[src/rtl/bif_pkg.sv]
// ----------------------------------------------------------------------------
// bif_pkg
// Shared types and constants of the bytecode instruction framer.
// ----------------------------------------------------------------------------
package bif_pkg;

  // Largest capture count accepted in a CLOSURE instruction
  localparam int unsigned MaxCaptures = 255;

  localparam logic [7:0] OP_CLOSURE = 8'h54;

  // Positions of the little-endian capture count within a CLOSURE
  localparam int unsigned CAPT_FIRST_POS = 5;
  localparam int unsigned CAPT_LAST_POS  = 8;

  // Bytes still to come and position: longest instruction is 9 + 5 * max
  localparam int unsigned LEFT_W = $clog2(9 + 5 * MaxCaptures);
  localparam int unsigned IDX_W  = 11;
  localparam int unsigned POS_W  = (LEFT_W > IDX_W) ? LEFT_W : IDX_W;

  localparam int unsigned TOTAL_W = 32;

  typedef enum logic [2:0] {
    ST_OK        = 3'd0,
    ST_INVALID   = 3'd1,
    ST_TRUNCATED = 3'd2,
    ST_BAD_COUNT = 3'd3,
    ST_HALTED    = 3'd4
  } status_e;

  // Length class of an opcode
  typedef enum logic [1:0] {
    LEN_NONE = 2'd0,
    LEN_1    = 2'd1,
    LEN_5    = 2'd2,
    LEN_9    = 2'd3
  } len_e;

  typedef struct packed {
    len_e len;
    logic closure;
  } len_info_t;

endpackage

[src/rtl/bytecode_instruction_framer_top.sv]
// ----------------------------------------------------------------------------
// bytecode_instruction_framer_top
// Marks instruction boundaries in a bytecode stream, one result beat per byte.
// ----------------------------------------------------------------------------
// The result beat is registered and appears in the cycle after its byte is taken.
// Throughput: one byte per cycle while results drain; the frame state updates in a single pass.
// A byte is taken while the result register is empty or being drained.
// Reset (rst_ni low, asynchronous): between instructions, not halted,
// instruction total cleared, result register empty. No clearing pass.
module bytecode_instruction_framer_top
  import bif_pkg::*;
(
  input  logic        clk_i,
  input  logic        rst_ni,
  // Input bytes
  input  logic        s_axis_tvalid_i,
  output logic        s_axis_tready_o,
  input  logic [7:0]  s_axis_tdata_i,   // [7:0] code_byte
  input  logic        s_axis_tlast_i,   // stream_end
  // Result beats
  output logic        m_axis_tvalid_o,
  input  logic        m_axis_tready_i,
  output logic [55:0] m_axis_tdata_o,   // [7:0] opcode, [8] instr_start,
                                        // [19:9] byte_index, [22:20] status,
                                        // [54:23] instr_total, [55] zero
  output logic        m_axis_tlast_o    // instr_end
);

  // ---------------------------------------------------------------------------
  // Frame state
  // ---------------------------------------------------------------------------
  logic               in_instr_q, in_instr_d;
  logic               halted_q, halted_d;
  logic [7:0]         cur_op_q, cur_op_d;
  logic [LEFT_W-1:0]  left_q, left_d;
  logic [POS_W-1:0]   pos_q, pos_d;
  // Low three bytes of the capture count; the top byte arrives on byte 8
  logic [23:0]        capt_q, capt_d;
  logic [TOTAL_W-1:0] total_q, total_d;

  // Result register
  logic               out_valid_q;
  logic [7:0]         out_op_q, out_op_d;
  logic               out_start_q, out_start_d;
  logic               out_end_q, out_end_d;
  logic [IDX_W-1:0]   out_idx_q, out_idx_d;
  status_e            out_status_q, out_status_d;

  logic       accept;
  logic [7:0] in_byte;
  logic       in_last;
  len_info_t  len_info;

  logic        cur_closure;
  logic [31:0] capt_full;
  logic [LEFT_W-1:0] left_dec;
  logic [LEFT_W-1:0] capt_lo;
  logic        count_done;

  assign in_byte = s_axis_tdata_i;
  assign in_last = s_axis_tlast_i;

  // Result register frees up the same cycle it is drained
  assign s_axis_tready_o = !out_valid_q || m_axis_tready_i;
  assign accept          = s_axis_tvalid_i && s_axis_tready_o;

  bif_len_dec u_len_dec (
    .opcode_i (in_byte),
    .info_o   (len_info)
  );

  assign cur_closure = (cur_op_q == OP_CLOSURE);
  assign capt_full   = {in_byte, capt_q};
  assign capt_lo     = capt_full[LEFT_W-1:0];
  assign left_dec    = (left_q != '0) ? left_q - LEFT_W'(1) : left_q;

  always_comb begin
    in_instr_d   = in_instr_q;
    halted_d     = halted_q;
    cur_op_d     = cur_op_q;
    left_d       = left_q;
    pos_d        = pos_q;
    capt_d       = capt_q;
    count_done   = 1'b0;

    out_op_d     = '0;
    out_start_d  = 1'b0;
    out_end_d    = 1'b0;
    out_idx_d    = '0;
    out_status_d = ST_OK;

    if (halted_q) begin
      out_status_d = ST_HALTED;
    end else if (!in_instr_q) begin
      // Opcode byte
      out_op_d    = in_byte;
      out_start_d = 1'b1;
      case (len_info.len)
        LEN_NONE: begin
          out_status_d = ST_INVALID;
          halted_d     = 1'b1;
        end
        LEN_1: begin
          out_end_d  = 1'b1;
          count_done = 1'b1;
        end
        default: begin
          in_instr_d = 1'b1;
          cur_op_d   = in_byte;
          left_d     = (len_info.len == LEN_5) ? LEFT_W'(4) : LEFT_W'(8);
          pos_d      = POS_W'(1);
          capt_d     = '0;
          if (in_last) out_status_d = ST_TRUNCATED;
        end
      endcase
    end else begin
      // Operand byte
      out_op_d  = cur_op_q;
      out_idx_d = pos_q[IDX_W-1:0];
      left_d    = left_dec;
      if (cur_closure) begin
        case (pos_q)
          POS_W'(CAPT_FIRST_POS):     capt_d[7:0]   = in_byte;
          POS_W'(CAPT_FIRST_POS + 1): capt_d[15:8]  = in_byte;
          POS_W'(CAPT_FIRST_POS + 2): capt_d[23:16] = in_byte;
          default: ;
        endcase
      end
      // Full count known on the last count byte
      if (cur_closure && pos_q == POS_W'(CAPT_LAST_POS)) begin
        if (capt_full > 32'(MaxCaptures)) begin
          out_status_d = ST_BAD_COUNT;
          halted_d     = 1'b1;
        end else begin
          left_d = (capt_lo << 2) + capt_lo;
        end
      end
      if (out_status_d == ST_OK) begin
        if (left_d == '0) begin
          out_end_d  = 1'b1;
          in_instr_d = 1'b0;
          pos_d      = '0;
          count_done = 1'b1;
        end else begin
          pos_d = pos_q + POS_W'(1);
          if (in_last) out_status_d = ST_TRUNCATED;
        end
      end
    end

    // End of stream drops any frame in progress and any error
    if (in_last) begin
      in_instr_d = 1'b0;
      halted_d   = 1'b0;
      cur_op_d   = '0;
      left_d     = '0;
      pos_d      = '0;
      capt_d     = '0;
    end

    // Saturating instruction total
    total_d = total_q;
    if (count_done && total_q != '1) total_d = total_q + TOTAL_W'(1);
  end

  always_ff @(posedge clk_i or negedge rst_ni) begin
    if (!rst_ni) begin
      in_instr_q <= 1'b0;
      halted_q   <= 1'b0;
      cur_op_q   <= '0;
      left_q     <= '0;
      pos_q      <= '0;
      capt_q     <= '0;
      total_q    <= '0;
    end else if (accept) begin
      in_instr_q <= in_instr_d;
      halted_q   <= halted_d;
      cur_op_q   <= cur_op_d;
      left_q     <= left_d;
      pos_q      <= pos_d;
      capt_q     <= capt_d;
      total_q    <= total_d;
    end
  end

  always_ff @(posedge clk_i or negedge rst_ni) begin
    if (!rst_ni) begin
      out_valid_q <= 1'b0;
    end else if (accept) begin
      out_valid_q <= 1'b1;
    end else if (m_axis_tready_i) begin
      out_valid_q <= 1'b0;
    end
  end

  // Result payload, no reset
  always_ff @(posedge clk_i) begin
    if (accept) begin
      out_op_q     <= out_op_d;
      out_start_q  <= out_start_d;
      out_end_q    <= out_end_d;
      out_idx_q    <= out_idx_d;
      out_status_q <= out_status_d;
    end
  end

  // total_q already holds the count after the byte in the result register
  assign m_axis_tvalid_o = out_valid_q;
  assign m_axis_tlast_o  = out_end_q;
  assign m_axis_tdata_o  = {1'b0, total_q, out_status_q, out_idx_q, out_start_q, out_op_q};

endmodule

[src/rtl/bif_len_dec.sv]
// ----------------------------------------------------------------------------
// bif_len_dec
// Opcode length decoder: maps an opcode byte to its length class.
// ----------------------------------------------------------------------------
module bif_len_dec
  import bif_pkg::*;
(
  input  logic [7:0] opcode_i,
  output len_info_t  info_o
);

  logic [3:0] hi;
  logic [3:0] lo;

  assign hi = opcode_i[7:4];
  assign lo = opcode_i[3:0];

  always_comb begin
    info_o.len     = LEN_NONE;
    info_o.closure = (opcode_i == OP_CLOSURE);
    case (hi)
      4'h0, 4'h6, 4'hF: info_o.len = LEN_1;
      4'h1: begin
        if (lo inside {4'h0, 4'h1, 4'h5})           info_o.len = LEN_5;
        else if (lo == 4'h2)                        info_o.len = LEN_9;
        else if (lo inside {[4'h3:4'hB]})           info_o.len = LEN_1;
        else                                        info_o.len = LEN_NONE;
      end
      4'h2, 4'h3, 4'h4: info_o.len = LEN_5;
      4'h5: begin
        // CLOSURE is 9 bytes before its captures
        if (lo inside {4'h0, 4'h1, 4'h5, 4'h8, 4'hA}) info_o.len = LEN_5;
        else if (lo inside {4'h2, 4'h3, 4'h4, 4'h6, 4'h7, 4'h9})
                                                     info_o.len = LEN_9;
        else                                         info_o.len = LEN_NONE;
      end
      4'h7: begin
        if (lo inside {[4'h0:4'h3]})  info_o.len = LEN_1;
        else if (lo == 4'h4)          info_o.len = LEN_5;
        else                          info_o.len = LEN_NONE;
      end
      default: info_o.len = LEN_NONE;
    endcase
  end

endmodule

[config.mk]
export PLATFORM = sky130hd
export DESIGN_NAME = bytecode_instruction_framer_top
export DESIGN_NICKNAME = d
export VERILOG_FILES = /design/src/rtl/bif_pkg.sv /design/src/rtl/bytecode_instruction_framer_top.sv /design/src/rtl/bif_len_dec.sv
export SDC_FILE = /design/constraint.sdc
export NUM_CORES = 1
export LEC_CHECK = 0
export BUFFER_PORTS_ARGS = -buffer_cell sky130_fd_sc_hd__buf_4
export CAP_MARGIN = 20
export CORE_UTILIZATION = 40
export DETAILED_ROUTE_END_ITERATION = 8
export PLACE_DENSITY = 0.66
export SLEW_MARGIN = 40
export SYNTH_ARGS = -nofsm -noshare
export SYNTH_HDL_FRONTEND = slang
export SYNTH_SLANG_ARGS = --single-unit
[constraint.sdc]
create_clock -name clk_i -period 3.5 [get_ports clk_i]
set_input_delay 0 -clock clk_i [delete_from_list [all_inputs] [get_ports clk_i]]
set_output_delay 0 -clock clk_i [all_outputs]
set_load 0.05 [all_outputs]
==> metrics.csv, run 1 <==
stage,metric,value,unit
placed_design,dp_hpwl,10930,um
logic_synthesis,synth_edf_count,24,
logic_synthesis,ys_async_sr_fraction,78.76,%
drt,vias,5315,
global_routing,grt_pass1_wl,25860,um
critical_path,r2r.worst_path.cells,13,
floorplan,core-area,15310,um^2
worst_hold_path,hold_depth,3,
placed_design,gp_congestion,0.9131,
global_routing,grt_pass1_vias,5228,
clocking,numCtsBuffers,17,
critical_path,required,3850,ps
placed_design,dp_cells,902,
timing,fin_setup_tns,0,ps
finish,area_growth,23.61,%
power_and_ir_drop,power_density,799.9,nW/um^2
logic_synthesis,syn_nets,664,
timing,fin_ws,181.6,ps
floorplan,fp.dieW,127.9,um
clocking,cts_buffer_depth,2,
timing,setup_viol,0,
clocking,postCtsSetupBuffers,0,
timing,fin_crit,3318,ps
finish,design_area,7834,um^2
logic_synthesis,netlist_top_cells_area,"dfrtp_1 35%, edfxtp_1 11%, xor2_1 5.7%",
critical_path,reg2reg_to,total_q[31],
critical_path,r2r-start,capt_q[0],
critical_path,critPathMaxFanout,31,
finish,fin_nets,751,
worst_hold_path,holdPathEnd,out_op_q[7],
power_and_ir_drop,p_int,0.003763,W
clocking,clk_latency,430,ps
critical_path,cp_data_arrival_time,3670,ps
worst_hold_path,worstHoldStart,s_axis_tdata_i[7],
floorplan,die_area,16350,um^2
power_and_ir_drop,p_seq_share,30.4,%
placed_design,dpl-instance-area,7127,um^2
logic_synthesis,synth_most_common_cell,dfrtp_1,
timing,rsz0062_at_grt,false,
drt,wl,15640,um
logic_synthesis,synth_largest_area_cell,dfrtp_1,
timing,maxSlewViolCount,0,
logic_synthesis,synth.distinct_cells,62,
drt,routedWlPerCell,16.52,um
timing,timing.final.crit_share,94.81,%
global_routing,grt-ovfl-total,0,
finish,final_cell_count_no_fill,947,
floorplan,rows,45,
power_and_ir_drop,ir_drop,0.4410,mV
finish,layout-drive-gt1-share,22.01,%
placed_design,io_buffers,70,
drt,dr.pass1.iters,5,
power_and_ir_drop,power_leakage,3.636,nW
global_routing,grt_max_degree,76,
logic_synthesis,synth.cell_area,6337,um^2
logic_synthesis,avgSynthCellArea,9.964,um^2
drt,antenna_left,0,
clocking,clkSinkCount,113,
timing,fmax,301.4,MHz
critical_path,endpoint_kind,flip-flop,
global_routing,grtUsageTotal,20.24,%
timing,tightest_slew,747.5,ps
power_and_ir_drop,switchingPower,0.002503,W
power_and_ir_drop,combPwrFrac,43.9,%
power_and_ir_drop,pwr-share-clk,25.7,%
drt,first_iter_violations,438,
timing,finalClockSkew,8.668,ps
clocking,cts_tree,done,
floorplan,start_util,41.38,%
logic_synthesis,yosysWarnings,0,
critical_path,crit_path_start_kind,flip-flop,
clocking,htree_levels,4,
drt,drc,0,
floorplan,io_pins,72,
run,cap_violations,0,
critical_path,r2r_slack,180,ps
critical_path,critPathKind,reg -> reg,
global_routing,antenna_found_initial,0,
logic_synthesis,yosys_register_bits,113,
finish,n_antenna_cell,0,
outcome,status,"complete, no violations",
logic_synthesis,ys_top_cells_by_count,"89 x dfrtp_1, 50 x nor2_1, 48 x a21oi_1, 47 x nand2_1, 41 x xor2_1",
power_and_ir_drop,swShare,39.94,%
clocking,cts_root_buffer,clkbuf_16,
logic_synthesis,synth-seq-area-share,46.52,%
worst_hold_path,hold_class,in -> reg,
drt,avgViaCountPerCell,5.612,
logic_synthesis,syn_inst,636,
logic_synthesis,synth_top_cell_area_share,35.14,%
clocking,path_clk_slew,50,ps
timing,maxSlewHeadroom,50.08,%
floorplan,die_h,127.9,um
placed_design,pre_cts_ws,149.7,ps
timing,final-hold-violation-count,0,
logic_synthesis,yosys_most_used_dff,dfrtp_1,
layer usage:
metal	track usage [%]	wire length [um]	up-vias
met2	33.76	7604	184
met4	8.858	308	0
met1	24.88	6944	2616
li1	-	-	2487
met3	4.967	784	28
met5	0	0	-
kinds of logic (layout without fill, tap and decap cells):
family / count (synthesis) / in the layout / share of synthesized area (%)
simple gates: 249 / 249 / 21.42
compound gates: 127 / 127 / 13.15
flops: 113 / 113 / 46.52
buf+inv: 50 / 150 / 3.356
xor+xnor: 45 / 45 / 6.219
mux: 36 / 36 / 6.199
fa+ha+maj: 15 / 15 / 3.080
other cells: 1 / 1 / 0.05917
timing repair:
item,in CTS,in global routing
resized for setup,0,4
endpoints found under the setup margin,0,27
hold endpoints to repair,87,0
hold buffers,13,0
power by group through the flow:
stage               logic (W)  registers (W)  clock network [W]
finish                0.00275        0.00190            0.00161
global placement      0.00262        0.00190                  0
detailed placement    0.00267        0.00191                  0
CTS                   0.00271        0.00190            0.00164
global route          0.00301        0.00195            0.00170
floorplan             0.00192        0.00203                  0
metrics by stage:
| step | utilization, % | hold slack (ps) | power, W |
|---|---|---|---|
| final | 51.15 | 62.41 | 0.006266 |
| after global routing | 51.15 | 76.70 | 0.006662 |
| after CTS | 51.01 | 48.52 | 0.006243 |
| after detailed placement | 46.54 | 87.65 | 0.004589 |
| after global placement | 46.49 | 202.5 | 0.004525 |
| after floorplan | - | -295.6 | 0.003942 |
final cells by class:
type	instances	area (um^2)
clock buffer	27	503.0
clock inverter	5	52.55
fill	1435	7481
inverter	17	63.81
multi-input combinational	473	3208
sequential	113	2948
tap	211	264.0
timing repair buffer	101	794.5
cells in the final DEF, fill, tap and decap left out, types with 21 or more instances in the layout:
cell / n
nand3_1: 25
edfxtp_1: 24
nor2_1: 50
o21ai_0: 27
mux2_2: 26
buf_4: 87
xor2_1: 41
and2_1: 21
nand4_1: 22
nand2_1: 47
a21oi_1: 48
dfrtp_1: 89
state kept, by name (all words and copies together), names as in the netlist, 3 cells and up:
register      flops
capt_q           24
cur_op_q          8
left_q           11
out_idx_q        11
out_op_q          8
out_status_q      3
pos_q            11
total_q          32
worst max-delay path by stage:
stage | cells past startpoint | from | endpoint | slack (ps)
floorplan | 8 | m_axis_tvalid_o | total_q[14] | 180
global placement | 10 | left_q[0] | total_q[1] | 230
detailed placement | 11 | left_q[0] | total_q[31] | 150
CTS | 10 | left_q[0] | total_q[1] | 110
global route | 11 | left_q[0] | total_q[31] | 10
finish | 13 | capt_q[0] | total_q[31] | 180
worst max-delay path: stages (launching register included):
cell       delay (ps)
dfrtp_1           400
ha_1              210
inv_1              60
fa_1              410
nor2b_1           190
o2111ai_1         190
nand2_1           130
xnor2_1           180
nor4bb_1          350
buf_4             180
o2111ai_2         130
buf_4             310
a211oi_1          320
xor2_1            160
Note: power is estimated with default switching activity, not from simulation.
==> run 2: changes to the inputs <==
- CORE_UTILIZATION: 40 -> 30
- PLACE_DENSITY: 0.66 -> 0.55
==> run 2 against run 1 <==
Net effect:
- global-route usage is 4.9 points lower
- clock skew is 4.0 ps higher
- via count is 2.0% lower
- critical path depth is 3 lower
- utilization is 12 points lower
- sequential power hardly changed
- total power is 7.2% higher
- routed wire length is 2.5% higher
- non-clock buffer count is 9 higher
- hold slack better by 9.1 ps
- critical endpoint is now total_q[1]
- largest cell class unchanged
- largest power group unchanged
- highest routed layer unchanged
==> metrics.csv, run 2 (synthesis results as in run 1) <==
stage,metric,value,unit,change
power_and_ir_drop,total_power,0.006715,W,+7.2%
timing,tightest_slew,746.3,ps,-1.201 ps
drt,drc,0,,unchanged
drt,wl,16030,um,+2.5%
global_routing,grt_pass1_wl,26410,um,+2.1%
critical_path,critPathKind,reg -> reg,,
critical_path,crit_path_start_kind,flip-flop,,
critical_path,r2r_slack,250,ps,+70 ps
clocking,cts_tree,done,,
critical_path,cpMostUsedCell,mux2_2,,
drt,routedWlPerCell,15.79,um,-4.4%
floorplan,die_h,147.3,um,+15%
global_routing,grt-ovfl-total,0,,unchanged
timing,fin_setup_tns,0,ps,unchanged
finish,fin_nets,760,,+1.2%
critical_path,r2r.worst_path.cells,10,,-3
timing,timing.final.crit_share,92.89,%,-1.9 points
drt,dr.pass1.iters,4,,-1
critical_path,cp_data_arrival_time,3550,ps,-120 ps
critical_path,cp_slowest_cell,dfrtp_1,,
finish,area_growth,27.98,%,
floorplan,rows,52,,+16%
global_routing,grtUsageTotal,15.33,%,-4.9 points
placed_design,gp_congestion,0.8199,,-10%
finish,layout_common_cells,"91 x buf_4, 89 x dfrtp_1, 49 x nor2_1, 48 x a21oi_1, 47 x nand2_1",,
critical_path,crit_chain,inv_1 > ha_1 > nor4b_2 > nand3b_1 > mux2_2 > or3_4 > nor4_4 > o2111ai_2 > a21oi_1 > mux2_2,,
timing,maxSlewHeadroom,50.25,%,+0.17 points
outcome,status,"complete, no violations",,
critical_path,slowest_delay,410,ps,about the same
critical_path,reg2reg_to,total_q[1],,
finish,reg_top3,"total_q x32, capt_q x24",,
global_routing,grt_max_degree,33,,-57%
power_and_ir_drop,power_density,828.0,nW/um^2,+3.5%
timing,rsz0062_at_grt,false,,
clocking,clk_latency,420,ps,about the same
floorplan,io_pins,72,,unchanged
critical_path,critPathMaxFanout,6,,-81%
clocking,path_clk_slew,50,ps,about the same
finish,regMostFlops,total_q,,
clocking,clkSinkCount,113,,unchanged
clocking,cts_buffer_depth,2,,unchanged
clocking,cts_root_buffer,clkbuf_16,,
finish,layout_commonest_cell,buf_4,,
run,cap_violations,0,,unchanged
timing,fmax,307.6,MHz,+2.1%
drt,vias,5211,,-2.0%
timing,fin_crit,3251,ps,-67.24 ps
power_and_ir_drop,ir_drop,0.4127,mV,-6.4%
timing,setup_viol,0,,unchanged
finish,n_antenna_cell,0,,unchanged
floorplan,start_util,30.92,%,-10 points
floorplan,core-area,20490,um^2,+34%
finish,largest_register_ffs,32,,unchanged
timing,fin_ws,248.9,ps,+67.24 ps
critical_path,endpoint_kind,flip-flop,,
drt,first_iter_violations,324,,-26%
drt,avgViaCountPerCell,5.134,,-8.5%
floorplan,fp.dieW,147.3,um,+15%
timing,final-hold-violation-count,0,,unchanged
finish,layout-drive-gt1-share,22.42,%,+0.41 points
timing,maxSlewViolCount,0,,unchanged
power_and_ir_drop,power_leakage,3.721,nW,+2.3%
placed_design,io_buffers,70,,unchanged
global_routing,antenna_found_initial,0,,unchanged
critical_path,required,3800,ps,-50 ps
global_routing,grt_pass1_vias,5003,,-4.3%
critical_path,r2r-start,left_q[0],,
placed_design,pre_cts_ws,262.6,ps,+112.8 ps
placed_design,dp_hpwl,11300,um,+3.4%
drt,antenna_left,0,,unchanged
worst_hold_path,hold_class,in -> async,,
timing,finalClockSkew,12.71,ps,+4.042 ps
critical_path,crit_family,simple AND/OR/NAND/NOR gates,,
clocking,numCtsBuffers,17,,unchanged
clocking,htree_levels,4,,unchanged
critical_path,path_buf_inv,1,,-2
floorplan,die_area,21710,um^2,+33%
[run 2: repair_timing]
| item | in CTS | in global routing |
|---|---|---|
| buffers inserted | 0 | 0 |
| gates resized for setup | 0 | 0 |
| setup endpoints to repair | 0 | 0 |
| hold endpoints to repair | 73 | 0 |
| hold buffers | 17 | 0 |
[run 2: per-layer routing]
layer	GRT usage, %	part of all wire, %
met3	3.696	4.6
met2	23.94	46
met4	3.711	0.91
met1	21.27	48
met5	0	0
[run 2: power by group]
group          internal (W)  switching (W)  leakage [nW]
Sequential          0.00164       0.000278          1.44
Clock               0.00142       0.000597         0.329
Combinational       0.00111        0.00167          1.95
[run 2: worst reg2reg max path: stages (launching register included)]
cell and delay, ps:
dfrtp_1 410, inv_1 80, ha_1 240, nor4b_2 370, nand3b_1 130, mux2_2 290
or3_4 380, nor4_4 310, o2111ai_2 260, a21oi_1 300, mux2_2 360
[run 2: stage by stage]
stage	cell area [um^2]	hold WS, ps	instances	utilization [%]
3_5_place_dp	7258	-34.19	966	35.42
5_1_grt	8110	96.86	1015	39.57
2_1_floorplan	6337	-295.6	636	-
6_report	8110	71.50	1015	39.57
3_3_place_gp	7236	157.0	965	35.31
4_1_cts	8110	65.66	1015	39.57
[run 2: worst max-delay path by stage]
| stage | cells past startpoint | start | to |
|---|---|---|---|
| after detailed placement | 11 | left_q[0] | total_q[31] |
| after floorplan | 8 | m_axis_tvalid_o | total_q[14] |
| after global routing | 13 | pos_q[0] | total_q[31] |
| after CTS | 10 | left_q[0] | total_q[1] |
| after global placement | 11 | pos_q[0] | total_q[31] |
| final | 10 | left_q[0] | total_q[1] |
[run 2: final cells by class]
| class | count | area (um^2) |
|---|---|---|
| Clock inverter | 12 | 235.2 |
| Inverter | 17 | 63.81 |
| Multi-Input combinational cell | 473 | 3186 |
| Sequential cell | 113 | 2948 |
| Tap cell | 270 | 337.8 |
| Clock buffer | 20 | 446.7 |
| Timing Repair Buffer | 110 | 893.4 |
| Fill cell | 2043 | 12380 |
==> run 3: changes to the inputs <==
- RECOVER_POWER: default -> 100
==> run 3 against run 2 <==
Net effect:
- the flow now finishes with violations (max-capacitance violations, max-slew violations)
- routed wire length fell by 0.41%
- clock power is essentially flat
- via count barely moved
- sequential cell count is the same
- non-clock buffer count is the same
- register-to-register slack is essentially flat
- utilization decreased by 1.3 points
- fmax rose by 0.22%
- largest power group unchanged
==> metrics.csv, run 3 (synthesis results as in run 1) <==
stage,metric,value,unit,change
floorplan,start_util,30.92,%,unchanged
finish,regMostFlops,total_q,,
critical_path,cp_data_arrival_time,3580,ps,+30 ps
drt,wl,15960,um,-0.41%
global_routing,grt_max_degree,33,,unchanged
floorplan,die_h,147.3,um,unchanged
timing,fmax,308.3,MHz,+0.22%
run,cap_violations,2,,+2
finish,layout-drive-gt1-share,13.02,%,-9.4 points
outcome,violations,"max-capacitance violations, max-slew violations",,
global_routing,grt_pass1_wl,26410,um,unchanged
global_routing,grtUsageTotal,15.33,%,unchanged
power_and_ir_drop,power_leakage,3.452,nW,-7.2%
clocking,postCtsSetupBuffers,0,,unchanged
clocking,htree_levels,4,,unchanged
drt,wl_met3,695,um,-4.8%
drt,dr.pass1.iters,5,,+1
drt,antenna_left,0,,unchanged
finish,reg_top3,"total_q x32, capt_q x24",,
clocking,path_clk_slew,60,ps,about the same
timing,timing.final.crit_share,92.69,%,-0.20 points
clocking,clkSinkCount,113,,unchanged
drt,met1_length,7704,um,-0.49%
clocking,cts_root_buffer,clkbuf_16,,
timing,fin_ws,256.0,ps,+7.118 ps
floorplan,rows,52,,unchanged
critical_path,crit_path_start_kind,flip-flop,,
placed_design,dp_hpwl,11300,um,unchanged
finish,largest_register_ffs,32,,unchanged
timing,tightest_slew,1682,ps,+935.8 ps
finish,layout_common_cells,"89 x dfrtp_1, 69 x clkbuf_1, 49 x nor2_1, 48 x a21oi_1, 47 x nand2_1",,
drt,dr.max_layer_used,met4,,
timing,rsz0062_at_grt,false,,
power_and_ir_drop,ir_drop,0.4121,mV,-0.14%
timing,finalClockSkew,12.92,ps,+0.2107 ps
critical_path,r2r_slack,260,ps,about the same
timing,setup_viol,0,,unchanged
critical_path,critPathMaxFanout,31,,+25
outcome,status,finished with violations,,
finish,fin_nets,760,,unchanged
power_and_ir_drop,power_density,846.1,nW/um^2,+2.2%
power_and_ir_drop,total_power,0.006630,W,-1.3%
global_routing,antenna_found_initial,0,,unchanged
clocking,ctsHoldBuffers,17,,unchanged
finish,layout_commonest_cell,dfrtp_1,,
finish,area_growth,23.65,%,
placed_design,io_buffers,70,,unchanged
timing,fin_crit,3244,ps,-7.118 ps
drt,vias,5216,,+0.096%
critical_path,critPathKind,reg -> reg,,
drt,drc,0,,unchanged
clocking,numCtsBuffers,17,,unchanged
drt,avgViaCountPerCell,5.139,,about the same
timing,maxSlewViolCount,64,,+64
finish,n_antenna_cell,0,,unchanged
timing,final-hold-violation-count,0,,unchanged
drt,dr_wl_met2,7412,um,about the same
global_routing,grt-ovfl-total,0,,unchanged
critical_path,required,3840,ps,+40 ps
clocking,clk_latency,420,ps,about the same
worst_hold_path,hold_class,in -> reg,,
floorplan,io_pins,72,,unchanged
global_routing,grt_pass1_vias,5003,,unchanged
timing,fin_setup_tns,0,ps,unchanged
placed_design,pre_cts_ws,262.6,ps,unchanged
clocking,cts_resized,0,,unchanged
placed_design,gp_congestion,0.8199,,unchanged
clocking,cts_tree,done,,
drt,first_iter_violations,300,,-7.4%
floorplan,die_area,21710,um^2,unchanged
floorplan,fp.dieW,147.3,um,unchanged
clocking,cts_buffer_depth,2,,unchanged
critical_path,endpoint_kind,flip-flop,,
drt,routedWlPerCell,15.72,um,-0.41%
floorplan,core-area,20490,um^2,unchanged
timing,maxSlewHeadroom,-12.13,%,-62 points
[run 3: cell types whose count changed in the layout (fill, tap and decap cells not counted)]
| cell | before | now |
|---|---|---|
| and2_0 | 0 | 8 |
| clkbuf_2 | 0 | 2 |
| and2_1 | 21 | 13 |
| clkbuf_1 | 2 | 69 |
| buf_12 | 2 | 1 |
| a211oi_2 | 8 | 6 |
| dlymetal6s4s_1 | 0 | 1 |
| buf_4 | 91 | 22 |
| a211oi_1 | 4 | 6 |
[run 3: final cells by class]
class	count	area (um^2)
Timing Repair Buffer	110	629.4
Sequential cell	113	2948
Multi-Input combinational cell	473	3176
Clock inverter	12	235.2
Inverter	17	63.81
Tap cell	270	337.8
Clock buffer	20	446.7
Fill cell	2113	12660
[run 3: per-layer routing]
layer	track usage, %	vias to the layer above
met5	0	-
met4	3.711	0
met3	3.696	15
met2	23.94	132
met1	21.27	2553
li1	-	2516
[run 3: metrics by stage]
step / std cells / hold WS, ps / cell area (um^2) / utilization (%)
2_1_floorplan: 636 / -295.6 / 6337 / -
4_1_cts: 1015 / 65.66 / 8110 / 39.57
3_3_place_gp: 965 / 157.0 / 7236 / 35.31
5_1_grt: 1015 / 338.7 / 7836 / 38.24
6_report: 1015 / 297.2 / 7836 / 38.24
3_5_place_dp: 966 / -34.19 / 7258 / 35.42
[run 3: path summary, 6_finish.rpt]
check	start	to	cells after the start
worst max-delay path	left_q[0]	total_q[21]	11
worst min-delay path	m_axis_tready_i	cur_op_q[4]	6
worst max register to register	left_q[0]	total_q[21]	11
worst min register to register	total_q[18]	total_q[18]	1
max in group asynchronous	rst_ni	left_q[2]	3
min in group asynchronous	rst_ni	total_q[29]	2
[run 3: power breakdown]
group / total [W] / internal [W] / switching, W
registers: 0.00191 / 0.00164 / 0.000275
logic: 0.00271 / 0.00104 / 0.00167
clock network: 0.00201 / 0.00142 / 0.000597
total: 0.00663 / 0.00409 / 0.00254
[run 3: critical path, stage by stage, from the launching register on]
cell and delay (ps):
dfrtp_1 400, inv_1 80, ha_1 240, nor4b_2 370, nand3b_1 130, mux2_2 290, or3_4 380, nor4_4 310
o2111ai_2 260, buf_12 240, a211oi_1 290, xor2_1 160
